==> config.mk <==
export PLATFORM = sky130hd
export DESIGN_NAME = pse_div
export DESIGN_NICKNAME = d
export VERILOG_FILES = /design/src/pse_pkg.sv /design/src/pse_div.sv
export SDC_FILE = /design/constraint.sdc
export NUM_CORES = 1
export LEC_CHECK = 0
export BUFFER_PORTS_ARGS = -buffer_cell sky130_fd_sc_hd__buf_2
export CORE_MARGIN = 4
export CORE_UTILIZATION = 35
export DETAILED_ROUTE_END_ITERATION = 16
export SETUP_SLACK_MARGIN = 0.02
export SLEW_MARGIN = 20
export SYNTH_ARGS = -nofsm -noshare
export SYNTH_HDL_FRONTEND = slang
export SYNTH_SLANG_ARGS = --single-unit
==> constraint.sdc <==
create_clock -name clk -period 4.3 [get_ports clk]
set_input_delay 0.86 -clock clk [delete_from_list [all_inputs] [get_ports clk]]
set_output_delay 0.86 -clock clk [all_outputs]
set_load 0.01 [all_outputs]
==> src/pse_pkg.sv <==
// Shared constants, codes and types for the postfix stack evaluator.
// No dependencies; imported by every module of the block.
package pse_pkg;

	localparam int DATA_WIDTH  = 32;
	localparam int STACK_DEPTH = 64;
	localparam int CNT_W       = $clog2(STACK_DEPTH + 1);
	localparam int DIV_CNT_W   = $clog2(DATA_WIDTH + 1);
	localparam int TDATA_W     = ((DATA_WIDTH + 7) / 8) * 8;

	typedef enum logic [2:0] {
		FN_PUSH    = 3'd0,
		FN_ADD     = 3'd1,
		FN_SUB     = 3'd2,
		FN_MUL     = 3'd3,
		FN_DIV     = 3'd4,
		FN_MOD     = 3'd5,
		FN_UNKNOWN = 3'd6,
		FN_FINISH  = 3'd7
	} func_t;

	typedef enum logic [1:0] {
		ST_OK    = 2'd0,
		ST_UNDER = 2'd1,
		ST_OVER  = 2'd2,
		ST_DIVZ  = 2'd3
	} status_t;

	// Per-cell move: take the neighbor toward the top, or toward the bottom.
	typedef struct packed {
		logic take_prev;
		logic take_next;
	} cell_ctl_t;

endpackage

==> src/pse_div.sv <==
// Iterative signed divide/modulo, one quotient bit per cycle, truncating.
// Depends on pse_pkg.
module pse_div
	import pse_pkg::*;
(
	input  logic                  clk,
	input  logic                  arst_n,
	input  logic                  start,
	input  logic                  want_mod,
	input  logic [DATA_WIDTH-1:0] dividend,
	input  logic [DATA_WIDTH-1:0] divisor,
	output logic                  done,
	output logic [DATA_WIDTH-1:0] result
);

	logic                  busy_q;
	logic [DIV_CNT_W-1:0]  cnt_q;
	logic [DATA_WIDTH-1:0] rem_q;
	logic [DATA_WIDTH-1:0] quo_q;
	logic [DATA_WIDTH-1:0] den_q;
	logic                  an_q;
	logic                  bn_q;
	logic                  mod_q;

	logic [DATA_WIDTH:0]   shifted;
	logic [DATA_WIDTH:0]   diff;
	logic [DATA_WIDTH-1:0] mag_a;
	logic [DATA_WIDTH-1:0] mag_b;
	logic                  last_step;

	assign mag_a     = dividend[DATA_WIDTH-1] ? (~dividend + 1'b1) : dividend;
	assign mag_b     = divisor[DATA_WIDTH-1] ? (~divisor + 1'b1) : divisor;
	assign shifted   = {rem_q, quo_q[DATA_WIDTH-1]};
	assign diff      = shifted - {1'b0, den_q};
	assign last_step = (cnt_q == DIV_CNT_W'(DATA_WIDTH));

	always_ff @(posedge clk or negedge arst_n) begin
		if (!arst_n) begin
			busy_q <= 1'b0;
			cnt_q  <= '0;
		end else if (start) begin
			busy_q <= 1'b1;
			cnt_q  <= '0;
		end else if (busy_q) begin
			if (last_step) begin
				busy_q <= 1'b0;
			end else begin
				cnt_q <= cnt_q + 1'b1;
			end
		end
	end

	always_ff @(posedge clk) begin
		if (start) begin
			rem_q <= '0;
			quo_q <= mag_a;
			den_q <= mag_b;
			an_q  <= dividend[DATA_WIDTH-1];
			bn_q  <= divisor[DATA_WIDTH-1];
			mod_q <= want_mod;
		end else if (busy_q && !last_step) begin
			// restore when the trial subtract goes negative
			rem_q <= diff[DATA_WIDTH] ? shifted[DATA_WIDTH-1:0] : diff[DATA_WIDTH-1:0];
			quo_q <= {quo_q[DATA_WIDTH-2:0], ~diff[DATA_WIDTH]};
		end
	end

	assign done = busy_q && last_step;

	always_comb begin
		if (mod_q) begin
			result = an_q ? (~rem_q + 1'b1) : rem_q;
		end else begin
			result = (an_q != bn_q) ? (~quo_q + 1'b1) : quo_q;
		end
	end

endmodule

==> flow_summary_export.csv <==
group,metric,value,unit
status,status,"complete, no violations",
logic_synthesis,syn_area_per_cell,8.13,um^2
sta,finalCritPeriodShare,0.981,
detailed_routing,ant_nets,0,
place,hpwlAfterDp,17.7,mm
grt,grtUsageTotal,0.159,
logic_synthesis,synth_edf_count,67,
setup_path,cp_max_fo,7,
detailed_routing,wl,22.7,mm
setup_path,start_kind,"flop",
clock_network,root_buffer,"clkbuf_16",
floorplan,core_area,0.0244,mm^2
place,place_congestion,0.874,
finish,final_cell_mix,"nand2_1 (122), nor2_1 (105), a21oi_1 (105)",
floorplan,start_util,0.356,
clock_network,clock-sinks,106,
sta,finalHoldWorstSlack,0.323,ns
setup_path,cp_data_required_time,3.44,ns
detailed_routing,drtPass1Iterations,5,
setup_path,cp_top_family,"simple AND/OR/NAND/NOR gates",
power_and_ir_drop,ir_drop,396,uV
logic_synthesis,yosysWarnings,0,
floorplan,rows,57,
clock_network,clk_pin_slew,0.07,ns
power_and_ir_drop,p_per_area,467,mW/mm^2
clock_network,clockBufferDepth,2,
setup_path,end_kind,"primary output",
setup_path,criticalPathCategory,"reg -> out",
logic_synthesis,synth_cell_types,64,
floorplan,die_y,166,um
finish,drive_above_1_share,0.136,
finish,diodes,0,
detailed_routing,drt-initial-drc-count,483,
setup_path,cp_slowest_stage_delay,0.43,ns
grt,grt_pass1_wl,36.7,mm
grt,grt_overflow,0,
setup_path,arrival,3.36,ns
floorplan,die_w,166,um
finish,post-route-util,0.408,
sta,drv_slew,0,
sta,setup_violations,0,
logic_synthesis,postSynthCellCount,1070,
logic_synthesis,yosysTopAreaCellShare,0.231,
detailed_routing,vias_per_cell,5.32,
logic_synthesis,async_reset_ff_frac,0.0660,
finish,area.growth.synth_to_final,14.4,%
power_and_ir_drop,power.leakage,4.09,nW
logic_synthesis,synthTopCellsByArea,"edfxtp_1 (23%), xor2_1 (8.2%), dfxtp_1 (7.4%)",
setup_path,slowest_stage,"or4_4",
detailed_routing,wl_per_cell,15.3,um
logic_synthesis,yosysTopAreaCell,"edfxtp_1",
floorplan,pin_count,101,
flow_run,maxCapViolations,0,
clock_network,cts_max_level,3,
clock_network,hold_buffers,0,
finish,fin_nets,1260,
grt,grt_pass1_vias,7398,
logic_synthesis,synth_flop_cell,"edfxtp_1",
grt,grt_max_degree,72,
sta,hold_viol_final,0,
place,port_buffers,100,
logic_synthesis,syn_nets,1177,
sta,clock.fmax,237,MHz
sta,worst_slew_pin_slew,0.862,ns
logic_synthesis,yosysSeqAreaShare,0.325,
sta,skew,0.00750,ns
sta,rsz0062_at_grt,"true",
clock_network,cts_tree,"yes",
setup_path,crit_buf_inv,1,
finish,mostFrequentLayoutCell,"nand2_1",
detailed_routing,vias,7882,
sta,relSlewSlack,0.425,
clock_network,clk_latency,0.36,ns
clock_network,cts_buffers,9,
logic_synthesis,yosys_register_bits,106,
logic_synthesis,synth_area,0.00869,mm^2
setup_path,cp_common_cell,"or3_4",
detailed_routing,drc,0,
grt,antenna_found_initial,0,
hold_path,hold_class,"in -> async",
sta,layout_min_cycle_time,4.22,ns
floorplan,die_area,0.0274,mm^2
setup_path,path_cells,"or3_4 -> or4_4 -> or3_4 -> or4_4 -> or3_4 -> o41ai_4 -> xor2_1 -> mux2i_1 -> buf_2",
[per-stage QoR]
stage	cell area (um^2)	worst slack [ns]	instances	power, mW	TNS (ns)
floorplan	8690	0.583	1070	3.07	0
global placement	9570	0.437	1464	3.74	0
detailed placement	9570	0.403	1464	3.76	0
CTS	9860	0.0345	1480	4.58	0
global route	9950	-0.0223	1482	5.00	-0.0391
finish	9950	0.0805	1482	4.64	0
[Yosys cell counts, types with 12 or more instances]
library cell / n
xor2_1: 81
o41ai_1: 14
mux2i_1: 18
o31ai_1: 23
edfxtp_1: 67
a21oi_1: 106
a31oi_1: 26
clkbuf_1: 45
nand2_1: 123
nand4_1: 12
or3_1: 17
nor3_1: 16
dfxtp_1: 32
o21ai_0: 81
nor2_1: 105
or4_1: 15
ha_1: 38
inv_1: 55
xnor2_1: 69
[logic make-up after synthesis]
logic type | Yosys count | share of synthesized area
simple gates | 351 | 0.190
fa+ha+maj | 39 | 0.0570
flops | 106 | 0.325
buf+inv | 102 | 0.0442
xor+xnor | 150 | 0.151
mux | 18 | 0.0207
compound gates | 304 | 0.212
[flip-flops by register name (all words and copies together), names as in the netlist]
| register | flops |
|---|---|
| den_q | 32 |
| quo_q | 32 |
| busy_q | 1 |
| an_q | 1 |
| rem_q | 32 |
| mod_q | 1 |
| cnt_q | 6 |
| bn_q | 1 |
[layer usage]
layer	vias to the layer above	routed length (um)	global-route usage
li1	4016	-	-
met5	-	0	0
met3	30	729	0.0248
met1	3687	10400	0.209
met2	149	11200	0.270
met4	0	376	0.0495
[power breakdown]
group	internal [mW]	total [mW]	switching, mW
Clock	0.425	0.815	0.390
Sequential	1.24	1.43	0.187
Combinational	1.04	2.40	1.36
[final cells by class]
class | count | area, um^2
clock buffers | 11 | 254
clock inverters | 5 | 27.5
fillers | 2579 | 14400
inverters | 55 | 206
multi-input cells | 862 | 5560
flip-flops and latches | 106 | 2830
well taps | 324 | 405
repair buffers | 119 | 658
[final timing paths]
check,from,endpoint,slack (ns),cells past startpoint
max reg2reg,quo_q[31]$_DFFE_PP_,rem_q[1]$_SDFFE_PP0P_,0.67,13
min reg2reg,rem_q[14]$_SDFFE_PP0P_,rem_q[15]$_SDFFE_PP0P_,0.53,2
max,rem_q[14]$_SDFFE_PP0P_,result[29],0.08,9
min,arst_n,cnt_q[1]$_DFFE_PN0P_,0.32,1
min in group clk,rem_q[14]$_SDFFE_PP0P_,rem_q[15]$_SDFFE_PP0P_,0.53,2
max in group asynchronous,arst_n,cnt_q[0]$_DFFE_PN0P_,3.82,1
[repair_timing]
item                                    4_1_cts  5_1_grt
endpoints found under the setup margin        3       11
endpoints found under the hold margin         0        0
buffers inserted                              0        2
pin swaps                                     0        1
gates resized for setup                       2       19
No activity file was read; power rests on OpenSTA's default activity.
