[config.mk]
export PLATFORM = sky130hd
export DESIGN_NAME = pse_cell
export DESIGN_NICKNAME = d
export VERILOG_FILES = /design/src/pse_pkg.sv /design/src/pse_cell.sv
export SDC_FILE = /design/constraint.sdc
export NUM_CORES = 1
export LEC_CHECK = 0
export BUFFER_PORTS_ARGS = -buffer_cell sky130_fd_sc_hd__buf_2
export CAP_MARGIN = 20
export CORE_MARGIN = 5
export CORE_UTILIZATION = 45
export CTS_CLUSTER_DIAMETER = 60
export DETAILED_ROUTE_END_ITERATION = 10
export HOLD_SLACK_MARGIN = 0.06
export PLACE_DENSITY = 0.81
export SLEW_MARGIN = 0
export SYNTH_ARGS = -nofsm -noshare
export SYNTH_HDL_FRONTEND = slang
export SYNTH_SLANG_ARGS = --single-unit
[constraint.sdc]
create_clock -name clk -period 3.06 [get_ports clk]
set_input_delay 0.306 -clock clk [delete_from_list [all_inputs] [get_ports clk]]
set_output_delay 0.306 -clock clk [all_outputs]
set_load 0.01 [all_outputs]
[src/pse_pkg.sv]
// Shared constants, codes and types for the postfix stack evaluator.
// No dependencies; imported by every module of the block.
package pse_pkg;

	localparam int DATA_WIDTH  = 32;
	localparam int STACK_DEPTH = 64;
	localparam int CNT_W       = $clog2(STACK_DEPTH + 1);
	localparam int DIV_CNT_W   = $clog2(DATA_WIDTH + 1);
	localparam int TDATA_W     = ((DATA_WIDTH + 7) / 8) * 8;

	typedef enum logic [2:0] {
		FN_PUSH    = 3'd0,
		FN_ADD     = 3'd1,
		FN_SUB     = 3'd2,
		FN_MUL     = 3'd3,
		FN_DIV     = 3'd4,
		FN_MOD     = 3'd5,
		FN_UNKNOWN = 3'd6,
		FN_FINISH  = 3'd7
	} func_t;

	typedef enum logic [1:0] {
		ST_OK    = 2'd0,
		ST_UNDER = 2'd1,
		ST_OVER  = 2'd2,
		ST_DIVZ  = 2'd3
	} status_t;

	// Per-cell move: take the neighbor toward the top, or toward the bottom.
	typedef struct packed {
		logic take_prev;
		logic take_next;
	} cell_ctl_t;

endpackage

[src/pse_cell.sv]
// One stack cell: holds one entry and shifts with its neighbors.
// Depends on pse_pkg.
module pse_cell
	import pse_pkg::*;
(
	input  logic                  clk,
	input  cell_ctl_t             ctl,
	input  logic [DATA_WIDTH-1:0] prev,
	input  logic [DATA_WIDTH-1:0] next,
	output logic [DATA_WIDTH-1:0] data
);

	logic [DATA_WIDTH-1:0] data_q;

	always_ff @(posedge clk) begin
		priority if (ctl.take_prev) begin
			data_q <= prev;
		end else if (ctl.take_next) begin
			data_q <= next;
		end else begin
			data_q <= data_q;
		end
	end

	assign data = data_q;

endmodule

==> out/results.ini, run 1 <==
[run_status]
status = complete, no violations

[global_routing]
use_met1 = 0.141
grtUsageMet2 = 0.258
gr-usage-all-layers = 0.138
grt_overflow = 0
grt_pass1_vias = 990
top_usage_layer = met2
grt_pass1_wl_mm = 4.50
grt_max_degree = 33
grt_util_met3 = 0.0345
grt_antenna_before_repair = 0

[timing]
setup_viol_count_final = 0
tns_ns = 0
maxSlewViolCount = 0
fmax_mhz = 785
setup_ws_ns = 1.79
finalCriticalPeriod_ns = 1.27
worstMarginPinSlew_ns = 0.631
hold_viol = 0
fin_crit_sh = 0.416
slew_headroom = 0.579
holdWs_ns = 0.294
rsz0062_at_grt = false

[synthesis]
synth_fp_nets = 136
ys_types = 6
synth_top_area_frac = 0.637
avgSynthCellArea_um2 = 21.9
synth_edf_count = 32
synth.yosys.seq_area_share = 0.637
synth_cells = 69
synth_async_sr_flop_share = 0
syn-cell-area_um2 = 1510
synthTopCellsByArea = edfxtp_1 64%, mux2_4 29%, buf_12 4.0%, mux2_2 2.2%, buf_6 0.75%
ys_ff_latch = 32
yosysWarnings = 0
synth_area_leader_cell = edfxtp_1
synthFlopType = edfxtp_1
synth.most_common_cell = edfxtp_1
synth_common_cells = 32 x edfxtp_1, 29 x mux2_4, 3 x buf_12, 3 x mux2_2

[cts]
postCtsSetupBuffers = 0
clk_pin_slew_ns = 0.09
cts_resized = 0
root_buffer = clkbuf_4
clockBufferDepth = 2
htree_levels = 2
cts_buffers = 5
cts_tree = built
postCtsHoldBufs = 0
cts.sink_count = 32

[worst_setup_path]
worstSetupStartpointType = input pin
endpoint_kind = register
critPathMaxStageDelay_ns = 0.51
slowest_stage = or2_1
path_buf_inv = 2
crit_arrival_ns = 1.27
crit_family = simple AND/OR/NAND/NOR gates
path_max_fanout = 17
crit_cells = 3
path_class = in2reg
crit_required_ns = 3.06
cp_cell_sequence = buf_2 > or2_1 > buf_4

[detailed_routing]
firstDrtPassIters = 4
drc = 0
final_antenna_net_count = 0
wl_per_cell_um = 14.8
routed_wl_mm = 3.22
routed_via_density = 4.50
vias = 980
drtIter0Drc = 20

[cells_and_area]
num_antenna_cells = 0
nets = 239
largest_reg_flops = 32
syn_to_final_growth_pct = 35.7
final_cell_area_um2 = 2050
drive_above_1_share = 0.802

[die]
coreArea_um2 = 3280
core.rowCount = 21
die_h_um = 67.9
dieArea_um2 = 4610
io_pins = 99
start_util = 0.459
die_w_um = 67.9

[min_path]
min_path_type = in2reg
min_path_cells = 2

[power]
p_leak_uw = 0.00100
irDropWorstVdd_mv = 0.188
p_per_area_nw_per_um2 = 460

[placed_design]
place.gp.congestion = 0.802
portBuffers = 98
dp_slack_ns = 1.46
placed_cell_area_um2 = 2000

[run]
drv_cap = 0

logic make-up (layout without fill, tap and decap cells):
| kind of cell | Yosys count | in the layout | share of synthesized area |
|---|---|---|---|
| buffers and inverters | 4 | 107 | 0.0473 |
| and+or+nand+nor | 1 | 1 | 0.00415 |
| DFF | 32 | 32 | 0.637 |
| muxes | 32 | 32 | 0.311 |
placed cells by master (no fill, tap or decap):
cell type  count
buf_2         98
buf_4          2
clkbuf_1       1
clkbuf_4       5
clkinv_2       1
edfxtp_1      32
mux2_2         3
mux2_4        29
or2_1          1
final cells by class:
| type | count | area (um^2) |
|---|---|---|
| Tap cell | 46 | 57.6 |
| Clock inverter | 1 | 5.00 |
| Fill cell | 245 | 1240 |
| Clock buffer | 6 | 41.3 |
| Multi-Input combinational cell | 33 | 475 |
| Sequential cell | 32 | 961 |
| Timing Repair Buffer | 100 | 505 |
per-layer routing:
metal	vias up	routed length, um
li1	475	-
met4	0	36
met5	-	0
met2	42	1840
met1	461	1120
met3	2	222
through the flow:
| stage | std cells | power (uW) | util |
|---|---|---|---|
| after global placement | 211 | 749 | 0.609 |
| after floorplan | 69 | 665 | - |
| final | 218 | 941 | 0.623 |
| after global routing | 218 | 988 | 0.623 |
| after CTS | 218 | 952 | 0.623 |
| after detailed placement | 211 | 754 | 0.609 |
path summary, 6_finish.rpt:
kind	startpoint	end
worst max-delay path	ctl[1]	data[12]
worst min-delay path	prev[23]	data[23]
where the power goes:
part	switching (uW)	total, uW	internal, uW
Combinational	82.0	191	109
Sequential	12.7	550	538
Clock	116	200	84.4
Total	210	941	731
(Power assumes the default switching activity.)
==> run 2, diff against run 1 <==
- CORE_UTILIZATION: 45 -> 41
- PLACE_DENSITY: 0.81 -> 0.74
- clock period: 3.06 -> 1.2 ns (I/O delays scaled with it)
==> out/results.ini, run 2 (same netlist as run 1, synthesis figures left out) <==
[detailed_routing]
firstDrtPassIters = 4  ; unchanged
final_antenna_net_count = 0  ; unchanged
routed_via_density = 4.58  ; was 4.50
wl_per_cell_um = 14.3  ; was 14.8 um
vias = 1012  ; was 980
routed_wl_mm = 3.16  ; was 3.22 mm
drc = 0  ; unchanged
drtIter0Drc = 37  ; was 20

[cells_and_area]
final_cells = 221  ; was 218
nets = 239  ; unchanged
final_cell_area_um2 = 2110  ; was 2050 um^2
drive_above_1_share = 0.809  ; was 0.802
num_antenna_cells = 0  ; unchanged
layout.cells.most_common = buf_2  ; unchanged
fillerInstances = 300  ; was 245
most-common-layout-cells = 98 x buf_2, 32 x edfxtp_1, 29 x mux2_4  ; unchanged
syn_to_final_growth_pct = 40.1  ; was 35.7%
largest_reg_flops = 32  ; unchanged

[worst_setup_path]
path_max_fanout = 1  ; was 17
slowest_stage = edfxtp_1  ; was or2_1
endpoint_kind = output port  ; was register
cp_cell_sequence = buf_2  ; was buf_2 > or2_1 > buf_4
crit_arrival_ns = 0.80  ; was 1.27 ns
critPathMaxStageDelay_ns = 0.37  ; was 0.51 ns
crit_family = flip-flops  ; was simple AND/OR/NAND/NOR gates
worstSetupStartpointType = register  ; was input pin
path_class = reg2out  ; was in2reg
crit_required_ns = 1.08  ; was 3.06 ns
path_buf_inv = 1  ; was 2

[timing]
maxSlewViolCount = 0  ; unchanged
rsz0062_at_grt = false  ; unchanged
tns_ns = 0  ; unchanged
hold_viol = 0  ; unchanged
slew_headroom = 0.709  ; was 0.579
worstMarginPinSlew_ns = 0.437  ; was 0.631 ns
finalCriticalPeriod_ns = 0.917
setup_ws_ns = 0.283  ; was 1.79 ns
setup_viol_count_final = 0  ; unchanged
fin_crit_sh = 0.764
fmax_mhz = 1090

[global_routing]
grt_pass1_wl_mm = 4.91  ; was 4.50 mm
grt_antenna_before_repair = 0  ; unchanged
gr-usage-all-layers = 0.126  ; was 0.138
grt_max_degree = 33  ; unchanged
grt_pass1_vias = 1026  ; was 990
grt_overflow = 0  ; unchanged

[cts]
clockBufferDepth = 2  ; unchanged
cts_buffers = 5  ; unchanged
postCtsSetupBuffers = 0  ; unchanged
postCtsHoldBufs = 0  ; unchanged
htree_levels = 2  ; unchanged
cts_resized = 0  ; unchanged
cts_tree = built  ; unchanged
cts.sink_count = 32  ; unchanged
clk_pin_slew_ns = 0.06  ; was 0.09 ns
root_buffer = clkbuf_8  ; was clkbuf_4

[placed_design]
place.gp.congestion = 0.806  ; was 0.802
dp_slack_ns = 0.131  ; was 1.46 ns
placed_cell_area_um2 = 2030  ; was 2000 um^2
portBuffers = 98  ; unchanged
place_inst = 213  ; was 211
dp_hpwl_mm = 2.52

[die]
die_h_um = 70.6  ; was 67.9 um
die_w_um = 70.6  ; was 67.9 um
core.rowCount = 22  ; was 21
io_pins = 99  ; unchanged
coreArea_um2 = 3610  ; was 3280 um^2
dieArea_um2 = 4990  ; was 4610 um^2
start_util = 0.418  ; was 0.459

[power]
p_per_area_nw_per_um2 = 1260  ; was 460 nW/um^2
irDropWorstVdd_mv = 0.682  ; was 0.188 mV
power.total_uw = 2650  ; was 941 uW
p_leak_uw = 0.00103  ; was 0.00100 uW

[run_status]
status = complete, no violations  ; unchanged

[run]
drv_cap = 0  ; unchanged

[min_path]
min_path_type = in2reg  ; unchanged

[run 2: changes by cell type in the layout (fill, tap and decap cells not counted), moves of 2 or more]
cell	change
clkbuf_4	-5
clkbuf_8	+5
buf_12	+2
buf_4	-2
[run 2: worst paths after layout]
check	cells after the start	startpoint	slack [ns]	to
setup / recovery	1	data[30]	0.28	data[30]
hold / removal	2	prev[20]	0.14	data[20]
[run 2: metrics by stage]
stage | hold WS [ns] | util
finish | 0.143 | 0.586
CTS | 0.134 | 0.586
global placement | 0.420 | 0.563
global route | 0.133 | 0.586
floorplan | 0.337 | -
detailed placement | 0.424 | 0.563
[run 2: final cells by class]
class | instances | area (um^2) | area share
Clock buffer | 5 | 68.8 | 0.0326
Sequential cell | 32 | 961 | 0.455
Multi-Input combinational cell | 33 | 478 | 0.226
Tap cell | 48 | 60.1 | 0.0284
Timing Repair Buffer | 100 | 531 | 0.251
Clock inverter | 3 | 13.8 | 0.00652
[run 2: power breakdown]
part / leakage (uW) / switching [uW] / internal (uW)
sequential: 0.000326 / 26.5 / 1370
combinational: 0.000658 / 209 / 288
clock: 0.0000453 / 364 / 392
[run 2: metal layers]
metal / vias to the layer above / global-route usage / part of all wire
li1: 473 / - / -
met1: 476 / 0.139 / 0.36
met2: 57 / 0.215 / 0.52
met3: 6 / 0.0455 / 0.10
met4: 0 / 0.0626 / 0.016
met5: - / 0 / 0
==> run 3, diff against run 2 <==
- clock period: 1.2 -> 0.9 ns (I/O delays scaled with it)
==> out/results.ini, run 3 (same netlist as run 1, synthesis figures left out) <==
[cells_and_area]
most-common-layout-cells = 98 x buf_2, 32 x edfxtp_1, 29 x mux2_4  ; unchanged
nets = 241  ; was 239
num_antenna_cells = 0  ; unchanged
largest_reg_flops = 32  ; unchanged
fillerInstances = 301  ; was 300
final_cell_area_um2 = 2110  ; about the same
drive_above_1_share = 0.805  ; was 0.809
layout.cells.most_common = buf_2  ; unchanged
final_cells = 222  ; was 221
syn_to_final_growth_pct = 39.8  ; was 40.1%

[global_routing]
use_met1 = 0.136  ; was 0.139
gr-usage-all-layers = 0.136  ; was 0.126
grt_antenna_before_repair = 0  ; unchanged
grtUsageMet2 = 0.245  ; was 0.215
grt_pass1_wl_mm = 5.23  ; was 4.91 mm
grt_util_met3 = 0.0568  ; was 0.0455
grt_max_degree = 33  ; unchanged
grt_overflow = 0  ; unchanged
grt_pass1_vias = 1141  ; was 1026
top_usage_layer = met2  ; unchanged

[timing]
worstMarginPinSlew_ns = 0.428  ; was 0.437 ns
slew_headroom = 0.714  ; was 0.709
rsz0062_at_grt = true  ; was false
fin_crit_sh = 1.00
holdWs_ns = 0.109  ; was 0.143 ns
maxSlewViolCount = 0  ; unchanged
fmax_mhz = 1110
setup_ws_ns = -0.000598  ; was 0.283 ns
setup_viol_count_final = 1  ; was 0
hold_viol = 0  ; unchanged
finalCriticalPeriod_ns = 0.901

[detailed_routing]
routed_wl_mm = 3.37  ; was 3.16 mm
vias = 1002  ; was 1012
drc = 0  ; unchanged
wl_per_cell_um = 15.2  ; was 14.3 um
drtIter0Drc = 32  ; was 37
firstDrtPassIters = 2  ; was 4
final_antenna_net_count = 0  ; unchanged
routed_via_density = 4.51  ; was 4.58

[die]
io_pins = 99  ; unchanged
die_h_um = 70.6  ; unchanged
start_util = 0.418  ; unchanged
die_w_um = 70.6  ; unchanged
coreArea_um2 = 3610  ; unchanged
core.rowCount = 22  ; unchanged
dieArea_um2 = 4990  ; unchanged

[worst_setup_path]
path_class = reg2out  ; unchanged
endpoint_kind = output port  ; unchanged
path_buf_inv = 1  ; unchanged
crit_family = flip-flops  ; unchanged
crit_arrival_ns = 0.81  ; was 0.80 ns
worstSetupStartpointType = register  ; unchanged
cp_cell_sequence = buf_2  ; unchanged
crit_required_ns = 0.81  ; was 1.08 ns
critPathMaxStageDelay_ns = 0.38  ; was 0.37 ns
path_max_fanout = 1  ; unchanged
slowest_stage = edfxtp_1  ; unchanged

[cts]
cts.sink_count = 32  ; unchanged
cts_buffers = 5  ; unchanged
cts_tree = built  ; unchanged
clockBufferDepth = 2  ; unchanged
postCtsHoldBufs = 0  ; unchanged
clk_pin_slew_ns = 0.06  ; about the same
root_buffer = clkbuf_8  ; unchanged
postCtsSetupBuffers = 0  ; unchanged
htree_levels = 2  ; unchanged

[power]
p_leak_uw = 0.00103  ; about the same
irDropWorstVdd_mv = 0.776  ; was 0.682 mV
p_per_area_nw_per_um2 = 1670  ; was 1260 nW/um^2

[placed_design]
portBuffers = 98  ; unchanged
dp_hpwl_mm = 2.63  ; was 2.52 mm
placed_cell_area_um2 = 2030  ; about the same
dp_slack_ns = -0.158  ; was 0.131 ns
place.gp.congestion = 0.840  ; was 0.806
place_inst = 215  ; was 213

[run_status]
status = finished with violations  ; was complete, no violations
failed_checks = negative setup slack

[min_path]
min_path_type = in2reg  ; unchanged

[run]
drv_cap = 0  ; unchanged

[run 3: cell types whose count changed in the layout (fill, tap and decap cells not counted), sizes merged]
cell    change
clkinv      -1
buf         +2
[run 3: where the power goes]
part	switching, uW	internal (uW)
registers	36.9	1830
logic	285	384
clock network	472	508
[run 3: timing repair]
action / in CTS / in global routing
setup endpoints to repair: 7 / 25
cloned: 0 / 0
resized for setup: 0 / 0
[run 3: path summary, 6_finish.rpt]
check                     from  endpoint  slack, ns  depth (start not counted)
worst max-delay path  data[30]  data[30]    -0.0006                          1
worst min-delay path  next[26]  data[26]       0.11                          2
[run 3: area by class of cell]
type                    count  area [um^2]  share of cell area
clock buffers               5         68.8              0.0326
clock inverters             2         7.51             0.00356
multi-input cells          33          478               0.227
flip-flops and latches     32          961               0.456
well taps                  48         60.1              0.0285
repair buffers            102          533               0.253
[run 3: through the flow]
step / util / total power (uW) / TNS, ns
5_1_grt: 0.585 / 3700 / -0.379
6_report: 0.585 / 3520 / -0.000598
2_1_floorplan: - / 2270 / -2.87
3_3_place_gp: 0.563 / 2560 / -7.26
3_5_place_dp: 0.563 / 2580 / -9.01
4_1_cts: 0.585 / 3560 / -0.0402
[run 3: per-layer routing]
metal	routed length (um)	vias to the layer above
met1	1180	465
met3	322	5
met2	1790	55
met4	70	0
met5	0	-
li1	-	477
